## src/hdl/nft_pkg.sv

```systemverilog
// ----------------------------------------------------------------------------
// nft_pkg
// shared types and constants for the nat flow table with idle expiry
// ----------------------------------------------------------------------------
package nft_pkg;

  localparam int IN_TDATA_W  = 144;
  localparam int OUT_TDATA_W = 104;
  localparam int CFG_IDX_W   = 3;
  localparam int CFG_DATA_W  = 32;

  localparam logic [CFG_IDX_W-1:0] REG_EXT_ADDR   = 3'd0;
  localparam logic [CFG_IDX_W-1:0] REG_FIRST_PORT = 3'd1;
  localparam logic [CFG_IDX_W-1:0] REG_FLOW_LIMIT = 3'd2;
  localparam logic [CFG_IDX_W-1:0] REG_IDLE_LIMIT = 3'd3;
  localparam logic [CFG_IDX_W-1:0] REG_WAN_DEV    = 3'd4;

  typedef struct packed {
    logic        valid;
    logic [31:0] inner_addr;
    logic [15:0] inner_port;
    logic [31:0] remote_addr;
    logic [15:0] remote_port;
    logic [7:0]  proto;
    logic [15:0] outer_port;
    logic [3:0]  dev;
    logic [31:0] last_used;
  } entry_t;

  // controller to datapath
  typedef struct packed {
    logic load;        // take the input word
    logic scan_start;  // start a sweep over the table
    logic scan_exp;    // sweep looks for the oldest flow
    logic retire;      // retire oldest flow, push its port
    logic clr_step;    // clear one entry
    logic commit;      // write back, load output register
  } nft_cmd_t;

  // datapath to controller
  typedef struct packed {
    logic refill;
    logic clr_last;
    logic scan_done;
    logic exp_ok;
    logic now_gt_prev;
    logic out_busy;
  } nft_sts_t;

  typedef enum logic [5:0] {
    ST_CLEAR   = 6'b000001,
    ST_IDLE    = 6'b000010,
    ST_EXP     = 6'b000100,
    ST_EXP_DEC = 6'b001000,
    ST_LK      = 6'b010000,
    ST_DONE    = 6'b100000
  } nft_state_t;

endpackage

```

## src/hdl/nft_ctrl.sv

```systemverilog
// ----------------------------------------------------------------------------
// nft_ctrl
// sequencer: clearing pass, expiry sweeps, lookup sweep, result hand-off
// ----------------------------------------------------------------------------
module nft_ctrl (
  input  logic              clk,
  input  logic              rst_n,
  input  logic              in_accept,
  input  nft_pkg::nft_sts_t sts,
  output nft_pkg::nft_cmd_t cmd,
  output logic              idle
);
  import nft_pkg::*;

  nft_state_t state_r, state_nxt;

  always_comb begin
    state_nxt = state_r;
    cmd       = '0;
    unique case (state_r)
      ST_CLEAR: begin
        cmd.clr_step = 1'b1;
        if (sts.clr_last) state_nxt = ST_IDLE;
      end
      ST_IDLE: begin
        if (in_accept) begin
          cmd.load       = 1'b1;
          cmd.scan_start = 1'b1;
          cmd.scan_exp   = sts.now_gt_prev;
          state_nxt      = sts.now_gt_prev ? ST_EXP : ST_LK;
        end
      end
      ST_EXP: begin
        if (sts.scan_done) state_nxt = ST_EXP_DEC;
      end
      ST_EXP_DEC: begin
        cmd.scan_start = 1'b1;
        if (sts.exp_ok) begin
          cmd.retire   = 1'b1;
          cmd.scan_exp = 1'b1;
          state_nxt    = ST_EXP;
        end else begin
          state_nxt = ST_LK;
        end
      end
      ST_LK: begin
        if (sts.scan_done) state_nxt = ST_DONE;
      end
      ST_DONE: begin
        if (!sts.out_busy) begin
          cmd.commit = 1'b1;
          state_nxt  = ST_IDLE;
        end
      end
      default: state_nxt = ST_CLEAR;
    endcase
    // a pool refill restarts the clearing pass
    if (sts.refill) state_nxt = ST_CLEAR;
  end

  assign idle = (state_r == ST_IDLE);

  always_ff @(posedge clk) begin
    if (!rst_n) state_r <= ST_CLEAR;
    else        state_r <= state_nxt;
  end

endmodule

```

## config.mk

```make
export PLATFORM = sky130hd
export DESIGN_NAME = nft_ctrl
export DESIGN_NICKNAME = d
export VERILOG_FILES = /design/src/hdl/nft_pkg.sv /design/src/hdl/nft_ctrl.sv
export SDC_FILE = /design/constraint.sdc
export NUM_CORES = 1
export LEC_CHECK = 0
export BUFFER_PORTS_ARGS = -buffer_cell sky130_fd_sc_hd__buf_2
export CAP_MARGIN = 15
export CORE_AREA = 4 4 41 43
export DETAILED_ROUTE_END_ITERATION = 10
export DIE_AREA = 0 0 45 47
export HOLD_SLACK_MARGIN = 0.12
export PLACE_DENSITY_LB_ADDON = 0.25
export SKIP_CTS_REPAIR_TIMING = 1
export SLEW_MARGIN = 20
export SYNTH_ARGS = -nofsm -noshare
export SYNTH_HDL_FRONTEND = slang
export SYNTH_SLANG_ARGS = --single-unit
```

## constraint.sdc

```tcl
create_clock -name clk -period 2 [get_ports clk]
set_clock_uncertainty 0.1 [all_clocks]
set_input_delay 0.3 -clock clk [delete_from_list [all_inputs] [get_ports clk]]
set_output_delay 0.3 -clock clk [all_outputs]
set_load 0.02 [all_outputs]
```

After elaboration in Yosys (flattened, before gate mapping). Cells that the tools add are included.

Register bits after elaboration: 6. Input port bits: 9. Output and inout port bits: 7. Word-level logic and storage cells: 31.

Eq/ne operators: 11. Mux-type cells: 16. Bitwise logic cells: 1. Reduce and logical (&&, ||, !) cells: 2.

Operators by type and width (number): one-hot mux 6 bit (6 select lines) (1); two-way mux 6 bit (5); two-way mux 5 bit (2); inequality test 2 bit, second input constant (5); == test 6 x 1 -> 1 bit, second input constant (1); == test 6 x 2 -> 1 bit, second input constant (1); == test 6 x 3 -> 1 bit, second input constant (1); == test 6 x 4 -> 1 bit, second input constant (1); == test 6 x 5 -> 1 bit, second input constant (1); == test 6 bit, second input constant (1); two-way mux 1 bit (5); AND reduction 5 bit (1); one-hot mux 2 bit (2 select lines) (1); two-way mux 3 bit (1); two-way mux 2 bit (1); OR reduction 2 bit (1); NOT 1 bit (1).

Logic depth before layout (Yosys ltp). Gate-level depths: netlist of run 1.

Depth in word-level cells: 3. Depth in mapped cells: 5.

Least setup slack after synthesis of run 1. OpenSTA, ideal clock, no wires.

Path type: reg2out. Start: register state_r[5]. End: output cmd[4] in the netlist's numbering. Data arrival time: 1724 ps. Data required time: 1600 ps. Slack: -124 ps. Cell stages (with the launch flop): 5. Path buffers: 0. Cell sequence: dfxtp_1 > or4b_4 > nor3_4 > and2_1 > or2_1.

RTL lines: start: declaration (line nft_ctrl.sv:15) `nft_state_t state_r, state_nxt;`; start signal: assignment (line nft_ctrl.sv:65) `else state_r <= state_nxt;`; end: declaration (line nft_ctrl.sv:10) `output nft_pkg::nft_cmd_t cmd,`.

==> impl_results.md, run 1 <==
* Outcome: finished, violations left
* Violations in the final reports: negative setup slack
* Effective utilization at floorplan at 35.48%
* Area growth from synthesis to layout at 38.48%
* CTS tree: built
* Type of the setup path with the least slack: reg2out
* DP Cell Count at 82
* Insertion delay to the later sink of the worst-skew pair at 0.24 ns
* Layout Utilization at 49.13%
* Setup repair after global routing missed its margin: yes
* Via count of the first global-routing pass at 410
* Post-place setup slack at 0.03989 ns
* Switching Share at 25.60%
* Switching component of the power at 74.15 uW
* Static leakage at 0.2672 nW
* DRT iter0 DRCs at 11
* Stage delay of the slowest cell on the critical path at 0.57 ns
* Maximum clock rate at 476.4 MHz
* Floorplan die height at 47 um
* Portion of the post-synthesis area used by sequential elements at 26.02%
* Synth Instances at 50
* Weighted congestion at the end of routability-driven global placement at 0.8071
* Source of the worst register-to-register timing path: state_r[3]
* Count of standard-cell rows at 13
* Critical Path End Type: primary output
* Crit path setup slack, layout at -0.09925 ns
* Delay-heaviest family, CP: simple AND/OR/NAND/NOR gates
* Number of clock sinks at 6
* #FFs+latches synth at 6
* Count of endpoints failing hold in the final timing report at 0
* Ordered list of cells on the worst path: or4b_4 -> nor3_4 -> and2_4 -> or2_4 -> buf_6
* Final hold slack at 0.2761 ns
* Tmin final at 2.099 ns
* Total area of multi-input combinational cells at 335.3 um2
* Syn Area/Cell at 9.234 um2
* Setup slack, reg-to-reg at 0.19 ns
* Remaining antenna violation count at 0
* Length of the first detailed-routing pass in iterations at 4
* Total cell area at the placement stage at 574.3 um2
* Critical-path maximum fanout at 6
* Number of max-capacitance violations reported at 0
* HP Start: sts[5]
* Root Buffer Master: sky130_fd_sc_hd__clkbuf_4
* Largest register FFs at 6
* Final setup fails at 4
* H-tree Lvls at 1
* Total Routing Usage GR at 11.83%
* Sequential power share at 43.0%
* Antenna violations before repair at 0
* Share of Yosys cell area claimed by the top area cell type at 26.02%
* Final routed wire length divided by cell count at 13.77 um
* Largest net degree at the start of global routing at 10
* Wire length after detailed routing at 1198 um
* Clk network pwr share at 38.3%
* Endpoint of the most critical register-to-register path: state_r[1]
* Total die area at 2115 um2
* Sequential Area at 123.9 um2
* IR drop worst, VDD at 0.3148 mV
* Relative slew slack at 76.95%
* TritonCTS buffer count at 3
* Registers with the highest flip-flop counts: state_r (6)
* Count of non-filler cells in the finished layout at 87
* R2R depth at 5
* Post-synth cell types at 32
* DRC errors left at 0
* Cell type with the largest total area after synthesis: sky130_fd_sc_hd__dfxtp_1
* Synthesis Warnings at 0
* Vias per cell at 5.529
* Core outline area at 1301 um2
* Die Width at 45 um
* Fillers at 133
* Highest-delay cell along the critical path: sky130_fd_sc_hd__or4b_4
* Number of enable-type register cells in the synthesized netlist at 0
* Finished layout cell area at 639.4 um2
* Flip-flop cell with the highest count after synthesis: sky130_fd_sc_hd__dfxtp_1
* Capture point of the worst path: cmd[4]
* Top cells by area in the synthesized netlist: sky130_fd_sc_hd__dfxtp_1 26%, sky130_fd_sc_hd__nor3_4 7.0%, sky130_fd_sc_hd__nor4_1 5.4%
* Data arrival at the endpoint of the critical path at 1.70 ns
* Required arrival time at the worst endpoint at 1.60 ns
* Maximum clock path buffer count at 2
* Startpoint class of the critical path: flop
* Setup TNS at -0.2997 ns
* Final critical-path share of the clock period at 105.0%
* Internal power consumption at 215.5 uW
* Register with the most flip-flops: state_r
* Number of diodes at 0
* Fraction of layout instances using a drive strength above 1 at 52.78%
* Post-detailed-placement half-perimeter wirelength at 901.2 um
* Slew at the pin closest to its max-slew limit at 0.3451 ns
* PD cells at 453.0 nW/um2
* Area of the mapped netlist at 461.7 um2
* Total count of max-transition violations in the final report at 0
* Startpoint of the worst setup timing path: state_r[3]
* Total I/O pin count at 16
* Via count at 481
* First-pass GRT wire length at 1725 um
* Post-layout net count at 83
* Overall power of the completed layout at 289.6 uW
* Fraction of synthesis flops using an asynchronous set or reset pin at 0%
* Post-synth net total at 59
* Logic pwr share at 18.7%
* Aggregate global routing overflow at 0
* Critical path buffer and inverter count at 1
* Worst min-delay path category: in2reg
* Number of buffer cells added on primary ports at 15
* Clock slew at the register clock pins of the worst setup and hold paths at 0.05 ns
* Path length in cells of the critical path at 5
## routing by layer
layer	vias up	wire length (um)	track usage, %	share of wire [%]
li1	239	-	-	-
met1	225	556	16.36	46
met2	15	569	15.54	47
met3	2	54	1.149	4.5
met4	0	18	11.70	1.5
met5	-	0	0	0
## power groups by stage
stage | Sequential (mW) | Clock, mW | Combinational (mW)
floorplan | 0.127 | 0 | 0.0299
global placement | 0.127 | 0 | 0.0524
detailed placement | 0.126 | 0 | 0.0522
CTS | 0.124 | 0.116 | 0.0525
global route | 0.125 | 0.119 | 0.0592
finish | 0.125 | 0.111 | 0.0541
## cells in the final DEF, fill, tap and decap left out, types with 2 or more instances in the layout
| master | instances |
|---|---|
| sky130_fd_sc_hd__buf_4 | 6 |
| sky130_fd_sc_hd__nand2_1 | 2 |
| sky130_fd_sc_hd__and2_4 | 2 |
| sky130_fd_sc_hd__o21ai_0 | 2 |
| sky130_fd_sc_hd__nor4_1 | 4 |
| sky130_fd_sc_hd__clkbuf_4 | 3 |
| sky130_fd_sc_hd__dfxtp_2 | 3 |
| sky130_fd_sc_hd__buf_2 | 12 |
| sky130_fd_sc_hd__mux2i_1 | 2 |
| sky130_fd_sc_hd__nor3_4 | 2 |
| sky130_fd_sc_hd__nor2b_1 | 3 |
| sky130_fd_sc_hd__dfxtp_1 | 3 |
| sky130_fd_sc_hd__buf_6 | 3 |
| sky130_fd_sc_hd__nor2_1 | 5 |
## tightest hold or removal path, cell delays in order
cell	delay [ns]
sky130_fd_sc_hd__buf_2	0.08
sky130_fd_sc_hd__nor2b_1	0.08
sky130_fd_sc_hd__o21a_1	0.11
## Yosys cell counts, types with 2 or more instances
cell type	number
sky130_fd_sc_hd__nor2b_1	3
sky130_fd_sc_hd__nor2_1	5
sky130_fd_sc_hd__nor3_4	2
sky130_fd_sc_hd__nand2_1	2
sky130_fd_sc_hd__o21ai_0	2
sky130_fd_sc_hd__mux2i_1	2
sky130_fd_sc_hd__dfxtp_1	6
sky130_fd_sc_hd__nor4_1	4
## area by class of cell
cell class	instances	area share (%)
clock buffer	3	3.523
timing repair buffer	21	21.72
multi-input combinational	42	52.45
sequential	6	19.37
tap	15	2.935
## how the worst min path moves through the flow
stage | end | cells after the start | slack, ns
finish | state_r[2] | 3 | 0.28
CTS | state_r[2] | 3 | 0.27
global placement | state_r[3] | 1 | 0.38
floorplan | state_r[3] | 1 | 0.35
detailed placement | state_r[3] | 1 | 0.39
global route | state_r[2] | 3 | 0.30
## logic make-up (layout without fill, tap and decap cells)
group,Yosys count,after routing,share of synthesized area [%]
AND/OR/NAND/NOR,32,32,51.49
AO/OA/AOI/OAI,7,7,12.20
flip-flops,6,6,26.02
multiplexers,2,2,4.336
buffers and inverters,2,24,4.065
XOR/XNOR,1,1,1.897
Note: power is estimated with default switching activity, not from simulation.
==> run 2, diff against run 1 <==
--- a/config.mk
+++ b/config.mk
@@ -5,6 +5,7 @@
 export SDC_FILE = /design/constraint.sdc
 export NUM_CORES = 1
 export LEC_CHECK = 0
+export ABC_AREA = 1
 export BUFFER_PORTS_ARGS = -buffer_cell sky130_fd_sc_hd__buf_2
 export CAP_MARGIN = 15
 export CORE_AREA = 4 4 41 43
==> run 2 against run 1 <==
Effect of this change:
- sequential power up 3%
- synthesized cell count up 54%
- the run now ends clean
- die area unchanged
- critical path type unchanged
- hold slack worse by 0.052 ns
- largest power group unchanged
- sequential share of layout area down 0.21 points
==> impl_results.md, run 2 <==
* Layout Utilization at 48.17% (was 49.13%)
* Antenna violations before repair at 0 (unchanged)
* Number of enable-type register cells in the synthesized netlist at 0 (unchanged)
* Slew at the pin closest to its max-slew limit at 0.3062 ns (was 0.3451 ns)
* PD cells at 494.4 nW/um2 (was 453.0 nW/um2)
* Flip-flop cell with the highest count after synthesis: sky130_fd_sc_hd__dfxtp_1 (unchanged)
* Register with the most flip-flops: state_r (unchanged)
* Core outline area at 1301 um2 (unchanged)
* Most common cell in the netlist: sky130_fd_sc_hd__inv_1 (was sky130_fd_sc_hd__dfxtp_1)
* Setup repair after global routing missed its margin: no (was yes)
* Largest register FFs at 6 (unchanged)
* Synthesis Warnings at 0 (unchanged)
* Via count of the first global-routing pass at 452 (was 410)
* Type of the setup path with the least slack: reg2out (unchanged)
* CTS tree: built (unchanged)
* Cell type with the largest total area after synthesis: sky130_fd_sc_hd__dfxtp_1 (unchanged)
* Number of diodes at 0 (unchanged)
* Critical-path maximum fanout at 9 (was 6)
* Post-synth net total at 86 (was 59)
* Fillers at 140 (was 133)
* Aggregate global routing overflow at 0 (unchanged)
* Number of buffer cells added on primary ports at 15 (unchanged)
* Final routed wire length divided by cell count at 10.43 um (was 13.77 um)
* Startpoint of the worst setup timing path: state_r[5] (was state_r[3])
* Via count at 531 (was 481)
* Setup slack, reg-to-reg at 0.66 ns (was 0.19 ns)
* XOR/XNOR Fraction of Synth Area at 0% (was 1.897%)
* Total Routing Usage GR at 13.69% (was 11.83%)
* DRT iter0 DRCs at 16 (was 11)
* Simple-gate share of the synthesized area at 59.07% (was 51.49%)
* Final critical-path share of the clock period at 89.04% (was 105.0%)
* Post-detailed-placement half-perimeter wirelength at 911.9 um (was 901.2 um)
* Source of the worst register-to-register timing path: state_r[2] (was state_r[3])
* Main combinational cell family by area after synthesis: simple AND/OR/NAND/NOR gates (unchanged)
* Remaining antenna violation count at 0 (unchanged)
* Total area of multi-input combinational cells at 319.1 um2 (was 335.3 um2)
* Tmin final at 1.781 ns (was 2.099 ns)
* Capture endpoint of the worst hold path: state_r[0] (was state_r[2])
* Total I/O pin count at 16 (unchanged)
* Count of endpoints failing hold in the final timing report at 0 (unchanged)
* Vias per cell at 4.827 (was 5.529)
* Sequential Area at 120.1 um2 (was 123.9 um2)
* Die Width at 45 um (unchanged)
* Total count of max-transition violations in the final report at 0 (unchanged)
* Area of the mapped netlist at 510.5 um2 (was 461.7 um2)
* R2R depth at 8 (was 5)
* Fraction of synthesis flops using an asynchronous set or reset pin at 0% (unchanged)
* Share of Yosys cell area claimed by the top area cell type at 23.53% (was 26.02%)
* Top cell types by occurrence after synthesis: 17 x sky130_fd_sc_hd__inv_1, 11 x sky130_fd_sc_hd__nand2_1, 11 x sky130_fd_sc_hd__nor2_1, 7 x sky130_fd_sc_hd__nand4_1, 6 x sky130_fd_sc_hd__dfxtp_1 (was 6 x sky130_fd_sc_hd__dfxtp_1, 5 x sky130_fd_sc_hd__nor2_1, 4 x sky130_fd_sc_hd__nor4_1, 3 x sky130_fd_sc_hd__nor2b_1)
* Setup TNS at 0 ns (was -0.2997 ns)
* #FFs+latches synth at 6 (unchanged)
* Root Buffer Master: sky130_fd_sc_hd__clkbuf_4 (unchanged)
* Relative slew slack at 79.51% (was 76.95%)
* Fraction of layout instances using a drive strength above 1 at 37.89% (was 52.78%)
* Maximum clock rate at 561.6 MHz (was 476.4 MHz)
* Complex-gate fraction of the synthesized area at 3.431% (was 12.20%)
* Registers with the highest flip-flop counts: state_r (6) (unchanged)
* Post-layout net count at 106 (was 83)
* Floorplan die height at 47 um (unchanged)
* Maximum clock path buffer count at 2 (unchanged)
* Clock slew at the register clock pins of the worst setup and hold paths at 0.05 ns (about the same)
* Synth Instances at 77 (was 50)
* Count of standard-cell rows at 13 (unchanged)
* Syn Area/Cell at 6.630 um2 (was 9.234 um2)
* Number of max-capacitance violations reported at 0 (unchanged)
* Area growth from synthesis to layout at 22.79% (was 38.48%)
* Static leakage at 0.3569 nW (was 0.2672 nW)
* Adder-cell area share of the yosys netlist at 0% (unchanged)
* Outcome: finished, final reports clean (was finished, violations left)
* Weighted congestion at the end of routability-driven global placement at 0.8943 (was 0.8071)
* Critical Path End Type: primary output (unchanged)
* DRC errors left at 0 (unchanged)
* Final setup fails at 0 (was 4)
* Insertion delay to the later sink of the worst-skew pair at 0.25 ns (was 0.24 ns)
* Commonest cells after routing, fill and taps aside: 17 x sky130_fd_sc_hd__inv_1, 15 x sky130_fd_sc_hd__buf_2, 11 x sky130_fd_sc_hd__nor2_1, 11 x sky130_fd_sc_hd__nand2_1, 7 x sky130_fd_sc_hd__nand4_1 (was 12 x sky130_fd_sc_hd__buf_2, 6 x sky130_fd_sc_hd__buf_4, 5 x sky130_fd_sc_hd__nor2_1)
* Met3 layer usage reported by global route at 3.448% (was 1.149%)
* HP Start: sts[5] (unchanged)
* Grt peak-use layer: met2 (was met1)
* WHS Path Cells at 3 (unchanged)
* TritonCTS buffer count at 3 (unchanged)
* Required arrival time at the worst endpoint at 1.60 ns (about the same)
* Length of the first detailed-routing pass in iterations at 4 (unchanged)
* First-pass GRT wire length at 1966 um (was 1725 um)
* IR drop worst, VDD at 0.2904 mV (was 0.3148 mV)
* Post-synth cell types at 16 (was 32)
* GR Layer Usage met2 at 20.90% (was 15.54%)
* Largest net degree at the start of global routing at 10 (unchanged)
* Top cells by area in the synthesized netlist: sky130_fd_sc_hd__dfxtp_1 24%, sky130_fd_sc_hd__inv_1 13%, sky130_fd_sc_hd__nand3_2 9.8% (was sky130_fd_sc_hd__dfxtp_1 26%, sky130_fd_sc_hd__nor3_4 7.0%, sky130_fd_sc_hd__nor4_1 5.4%)
* Total die area at 2115 um2 (unchanged)
* Effective utilization at floorplan at 39.23% (was 35.48%)
* Startpoint class of the critical path: flop (unchanged)
* Wire length after detailed routing at 1147 um (was 1198 um)
* Portion of the post-synthesis area used by sequential elements at 23.53% (was 26.02%)
* H-tree Lvls at 1 (unchanged)
* Endpoint of the most critical register-to-register path: state_r[5] (was state_r[1])
* Share of synthesized area spent on multiplexers at 0% (was 4.336%)
* Global Route met1 Usage at 15.75% (was 16.36%)
* Worst min-delay path category: in2reg (unchanged)
* Commonest non-fill, non-tap cell in the layout: sky130_fd_sc_hd__inv_1 (was sky130_fd_sc_hd__buf_2)
* Data arrival at the endpoint of the critical path at 1.38 ns (was 1.70 ns)
* Number of clock sinks at 6 (unchanged)
[run 2: kinds of logic (layout without fill, tap and decap cells)]
| logic type | after synthesis | after routing |
|---|---|---|
| simple gates | 49 | 49 |
| buf+inv | 19 | 37 |
| flops | 6 | 6 |
| compound gates | 3 | 3 |
[run 2: metrics by stage]
step                worst slack (ns)  total power, mW  cell area (um2)  hold WS (ns)  std cells
global route                  0.1221           0.3320            626.9        0.2571        110
floorplan                     0.4120           0.1760            510.5        0.3510         77
global placement              0.5101           0.1959            604.3        0.4907        107
CTS                           0.2156           0.3157            626.9        0.2218        110
finish                        0.2193           0.3099            626.9        0.2246        110
detailed placement            0.4889           0.1956            604.3        0.4882        107
[run 2: worst max-delay path by stage]
stage                     endpoint  slack, ns
after floorplan             cmd[4]       0.41
after global placement      cmd[3]       0.51
after detailed placement    cmd[3]       0.49
after CTS                   cmd[3]       0.22
after global routing        cmd[3]       0.12
final                       cmd[3]       0.22
[run 2: power breakdown]
group	internal (mW)	leakage (nW)	switching [mW]
logic	0.0228	0.294	0.0418
registers	0.124	0.0487	0.00485
clock network	0.0682	0.0138	0.0485
total	0.215	0.357	0.0951
[run 2: layer usage]
metal  vias to the layer above  routed length [um]
li1                        284                   -
met1                       225                 510
met2                        17                 513
met3                         5                  79
met4                         0                  43
met5                         -                   0
[run 2: area by class of cell]
class / count / area share, %
multi-input combinational: 52 / 50.90
tap: 15 / 2.994
sequential: 6 / 19.16
clock buffer: 3 / 3.593
inverter: 19 / 11.38
timing repair buffer: 15 / 11.98
[run 2: worst max-delay path, stage by stage (launching register included)]
cell	delay (ns)
sky130_fd_sc_hd__dfxtp_1	0.34
sky130_fd_sc_hd__nor2_4	0.26
sky130_fd_sc_hd__nand3_2	0.17
sky130_fd_sc_hd__nor2_4	0.12
sky130_fd_sc_hd__inv_2	0.04
sky130_fd_sc_hd__nand2_1	0.05
sky130_fd_sc_hd__buf_2	0.15
==> run 3, diff against run 2 <==
--- a/config.mk
+++ b/config.mk
@@ -6,7 +6,7 @@
 export NUM_CORES = 1
 export LEC_CHECK = 0
 export ABC_AREA = 1
-export BUFFER_PORTS_ARGS = -buffer_cell sky130_fd_sc_hd__buf_2
+export BUFFER_PORTS_ARGS = -buffer_cell sky130_fd_sc_hd__buf_4
 export CAP_MARGIN = 15
 export CORE_AREA = 4 4 41 43
 export DETAILED_ROUTE_END_ITERATION = 10
==> run 3 against run 2 <==
Effect of this change:
- clock power is 4% higher
- sequential power hardly changed
- non-clock buffer count stayed put
- via count is 3.4% higher
- global-route usage is 0.16 points higher
- highest routed layer is now met3
- count of clock-buffer cells in the layout stayed put
- routed wire length is 5.8% higher
- setup slack worse by 0.0098 ns
- hold slack worse by 0.014 ns
- total power is 4.3% higher
==> impl_results.md, run 3 (same netlist as run 2, synthesis figures left out) <==
* Outcome: finished, final reports clean (unchanged)
* Static leakage at 0.3644 nW (was 0.3569 nW)
* First-pass GRT wire length at 2063 um (was 1966 um)
* Sequential Area at 120.1 um2 (unchanged)
* Commonest non-fill, non-tap cell in the layout: sky130_fd_sc_hd__inv_1 (unchanged)
* Startpoint of the worst setup timing path: state_r[5] (unchanged)
* Number of diodes at 0 (unchanged)
* Critical Path End Type: primary output (unchanged)
* Wire length after detailed routing at 1213 um (was 1147 um)
* Register with the most flip-flops: state_r (unchanged)
* Total count of max-transition violations in the final report at 0 (unchanged)
* Post-detailed-placement half-perimeter wirelength at 970 um (was 911.9 um)
* Ordered list of cells on the worst path: nor2_4 -> nand3_2 -> nor2_4 -> inv_2 -> nand2_1 -> buf_4 (was nor2_4 -> nand3_2 -> nor2_4 -> inv_2 -> nand2_1 -> buf_2)
* Crit path setup slack, layout at 0.2095 ns (was 0.2193 ns)
* Maximum clock path buffer count at 2 (unchanged)
* Total I/O pin count at 16 (unchanged)
* Stage delay of the slowest cell on the critical path at 0.34 ns (about the same)
* Number of buffer cells added on primary ports at 15 (unchanged)
* Die Width at 45 um (unchanged)
* Number of max-capacitance violations reported at 0 (unchanged)
* Post-layout net count at 106 (unchanged)
* Weighted congestion at the end of routability-driven global placement at 0.8434 (was 0.8943)
* Via count of the first global-routing pass at 483 (was 452)
* Final routed wire length divided by cell count at 11.03 um (was 10.43 um)
* Vias per cell at 4.991 (was 4.827)
* Fillers at 153 (was 140)
* HP Start: sts[5] (unchanged)
* DRC errors left at 0 (unchanged)
* Final critical-path share of the clock period at 89.53% (was 89.04%)
* Layout Utilization at 51.06% (was 48.17%)
* Commonest cells after routing, fill and taps aside: 17 x sky130_fd_sc_hd__inv_1, 15 x sky130_fd_sc_hd__buf_4, 11 x sky130_fd_sc_hd__nor2_1, 11 x sky130_fd_sc_hd__nand2_1, 7 x sky130_fd_sc_hd__nand4_1 (was 17 x sky130_fd_sc_hd__inv_1, 15 x sky130_fd_sc_hd__buf_2, 11 x sky130_fd_sc_hd__nor2_1, 11 x sky130_fd_sc_hd__nand2_1, 7 x sky130_fd_sc_hd__nand4_1)
* Remaining antenna violation count at 0 (unchanged)
* Total die area at 2115 um2 (unchanged)
* Largest net degree at the start of global routing at 10 (unchanged)
* Insertion delay to the later sink of the worst-skew pair at 0.26 ns (was 0.25 ns)
* Startpoint class of the critical path: flop (unchanged)
* Critical-path maximum fanout at 9 (unchanged)
* Maximum clock rate at 558.5 MHz (was 561.6 MHz)
* Critical path buffer and inverter count at 2 (unchanged)
* IR drop worst, VDD at 0.2883 mV (was 0.2904 mV)
* Number of clock sinks at 6 (unchanged)
* Final setup fails at 0 (unchanged)
* Aggregate global routing overflow at 0 (unchanged)
* Core outline area at 1301 um2 (unchanged)
* H-tree Lvls at 1 (unchanged)
* Setup repair after global routing missed its margin: no (unchanged)
* Total Routing Usage GR at 13.84% (was 13.69%)
* TritonCTS buffer count at 3 (unchanged)
* Setup TNS at 0 ns (unchanged)
* DP Cell Count at 107 (unchanged)
* Final hold slack at 0.2106 ns (was 0.2246 ns)
* Post-place setup slack at 0.4824 ns (was 0.4889 ns)
* Antenna violations before repair at 0 (unchanged)
* Count of endpoints failing hold in the final timing report at 0 (unchanged)
* Via count at 549 (was 531)
* Effective utilization at floorplan at 39.23% (unchanged)
* Fraction of layout instances using a drive strength above 1 at 37.89% (unchanged)
* Type of the setup path with the least slack: reg2out (unchanged)
* Floorplan die height at 47 um (unchanged)
* Tmin final at 1.791 ns (was 1.781 ns)
* Count of non-filler cells in the finished layout at 110 (unchanged)
* DRT iter0 DRCs at 8 (was 16)
* CTS tree: built (unchanged)
* Delay-heaviest family, CP: simple AND/OR/NAND/NOR gates (unchanged)
* Highest-delay cell along the critical path: sky130_fd_sc_hd__dfxtp_1 (unchanged)
* Relative slew slack at 81.07% (was 79.51%)
* PD cells at 486.5 nW/um2 (was 494.4 nW/um2)
* Length of the first detailed-routing pass in iterations at 4 (unchanged)
* Most prevalent standard cell on the critical path: sky130_fd_sc_hd__nor2_4 (unchanged)
* Data arrival at the endpoint of the critical path at 1.39 ns (was 1.38 ns)
* Registers with the highest flip-flop counts: state_r (6) (unchanged)
* Total area of multi-input combinational cells at 319.1 um2 (unchanged)
* Area growth from synthesis to layout at 30.15% (was 22.79%)
* Slew at the pin closest to its max-slew limit at 0.2829 ns (was 0.3062 ns)
* Clock slew at the register clock pins of the worst setup and hold paths at 0.05 ns (about the same)
* Count of standard-cell rows at 13 (unchanged)
* Required arrival time at the worst endpoint at 1.60 ns (about the same)
* Worst min-delay path category: in2reg (unchanged)
* Root Buffer Master: sky130_fd_sc_hd__clkbuf_4 (unchanged)
* Largest register FFs at 6 (unchanged)
* Source of the worst register-to-register timing path: state_r[5] (was state_r[2])
==> run 3: layout make-up <==
cell class	count	area share (%)
sequential	6	18.08
clock buffer	3	3.390
inverter	19	10.73
tap	15	2.825
multi-input combinational	52	48.02
timing repair buffer	15	16.95
==> run 3: metrics by stage <==
stage	power [mW]	area (um2)
floorplan	0.1760	510.5
global placement	0.2019	641.9
finish	0.3233	664.4
CTS	0.3268	664.4
detailed placement	0.2035	641.9
global route	0.3434	664.4
==> run 3: power breakdown <==
part	internal, mW	total [mW]	switching (mW)
clock	0.0686	0.122	0.0538
combinational	0.0293	0.0724	0.0432
sequential	0.124	0.128	0.00477
==> run 3: path summary, 6_finish.rpt <==
path                                    to  slack [ns]  depth (start not counted)
worst min-delay path            state_r[0]        0.21                          3
worst min register to register  state_r[3]        0.53                          4
worst max register to register  state_r[5]        0.66                          8
worst max-delay path                cmd[3]        0.21                          6
==> run 3: layer usage <==
metal  wire [um]  global-route usage (%)  vias to the layer above
li1            -                       -                      285
met1         540                   16.89                      247
met2         565                   21.47                       17
met3         108                   7.280                        0
met4           0                   3.509                        0
met5           0                       0                        -
==> run 3: tightest hold or removal path: cells and delay by family <==
kind | cells | cell delay, ns
buf+inv | 1 | 0.08
compound gates | 1 | 0.08
simple gates | 1 | 0.07
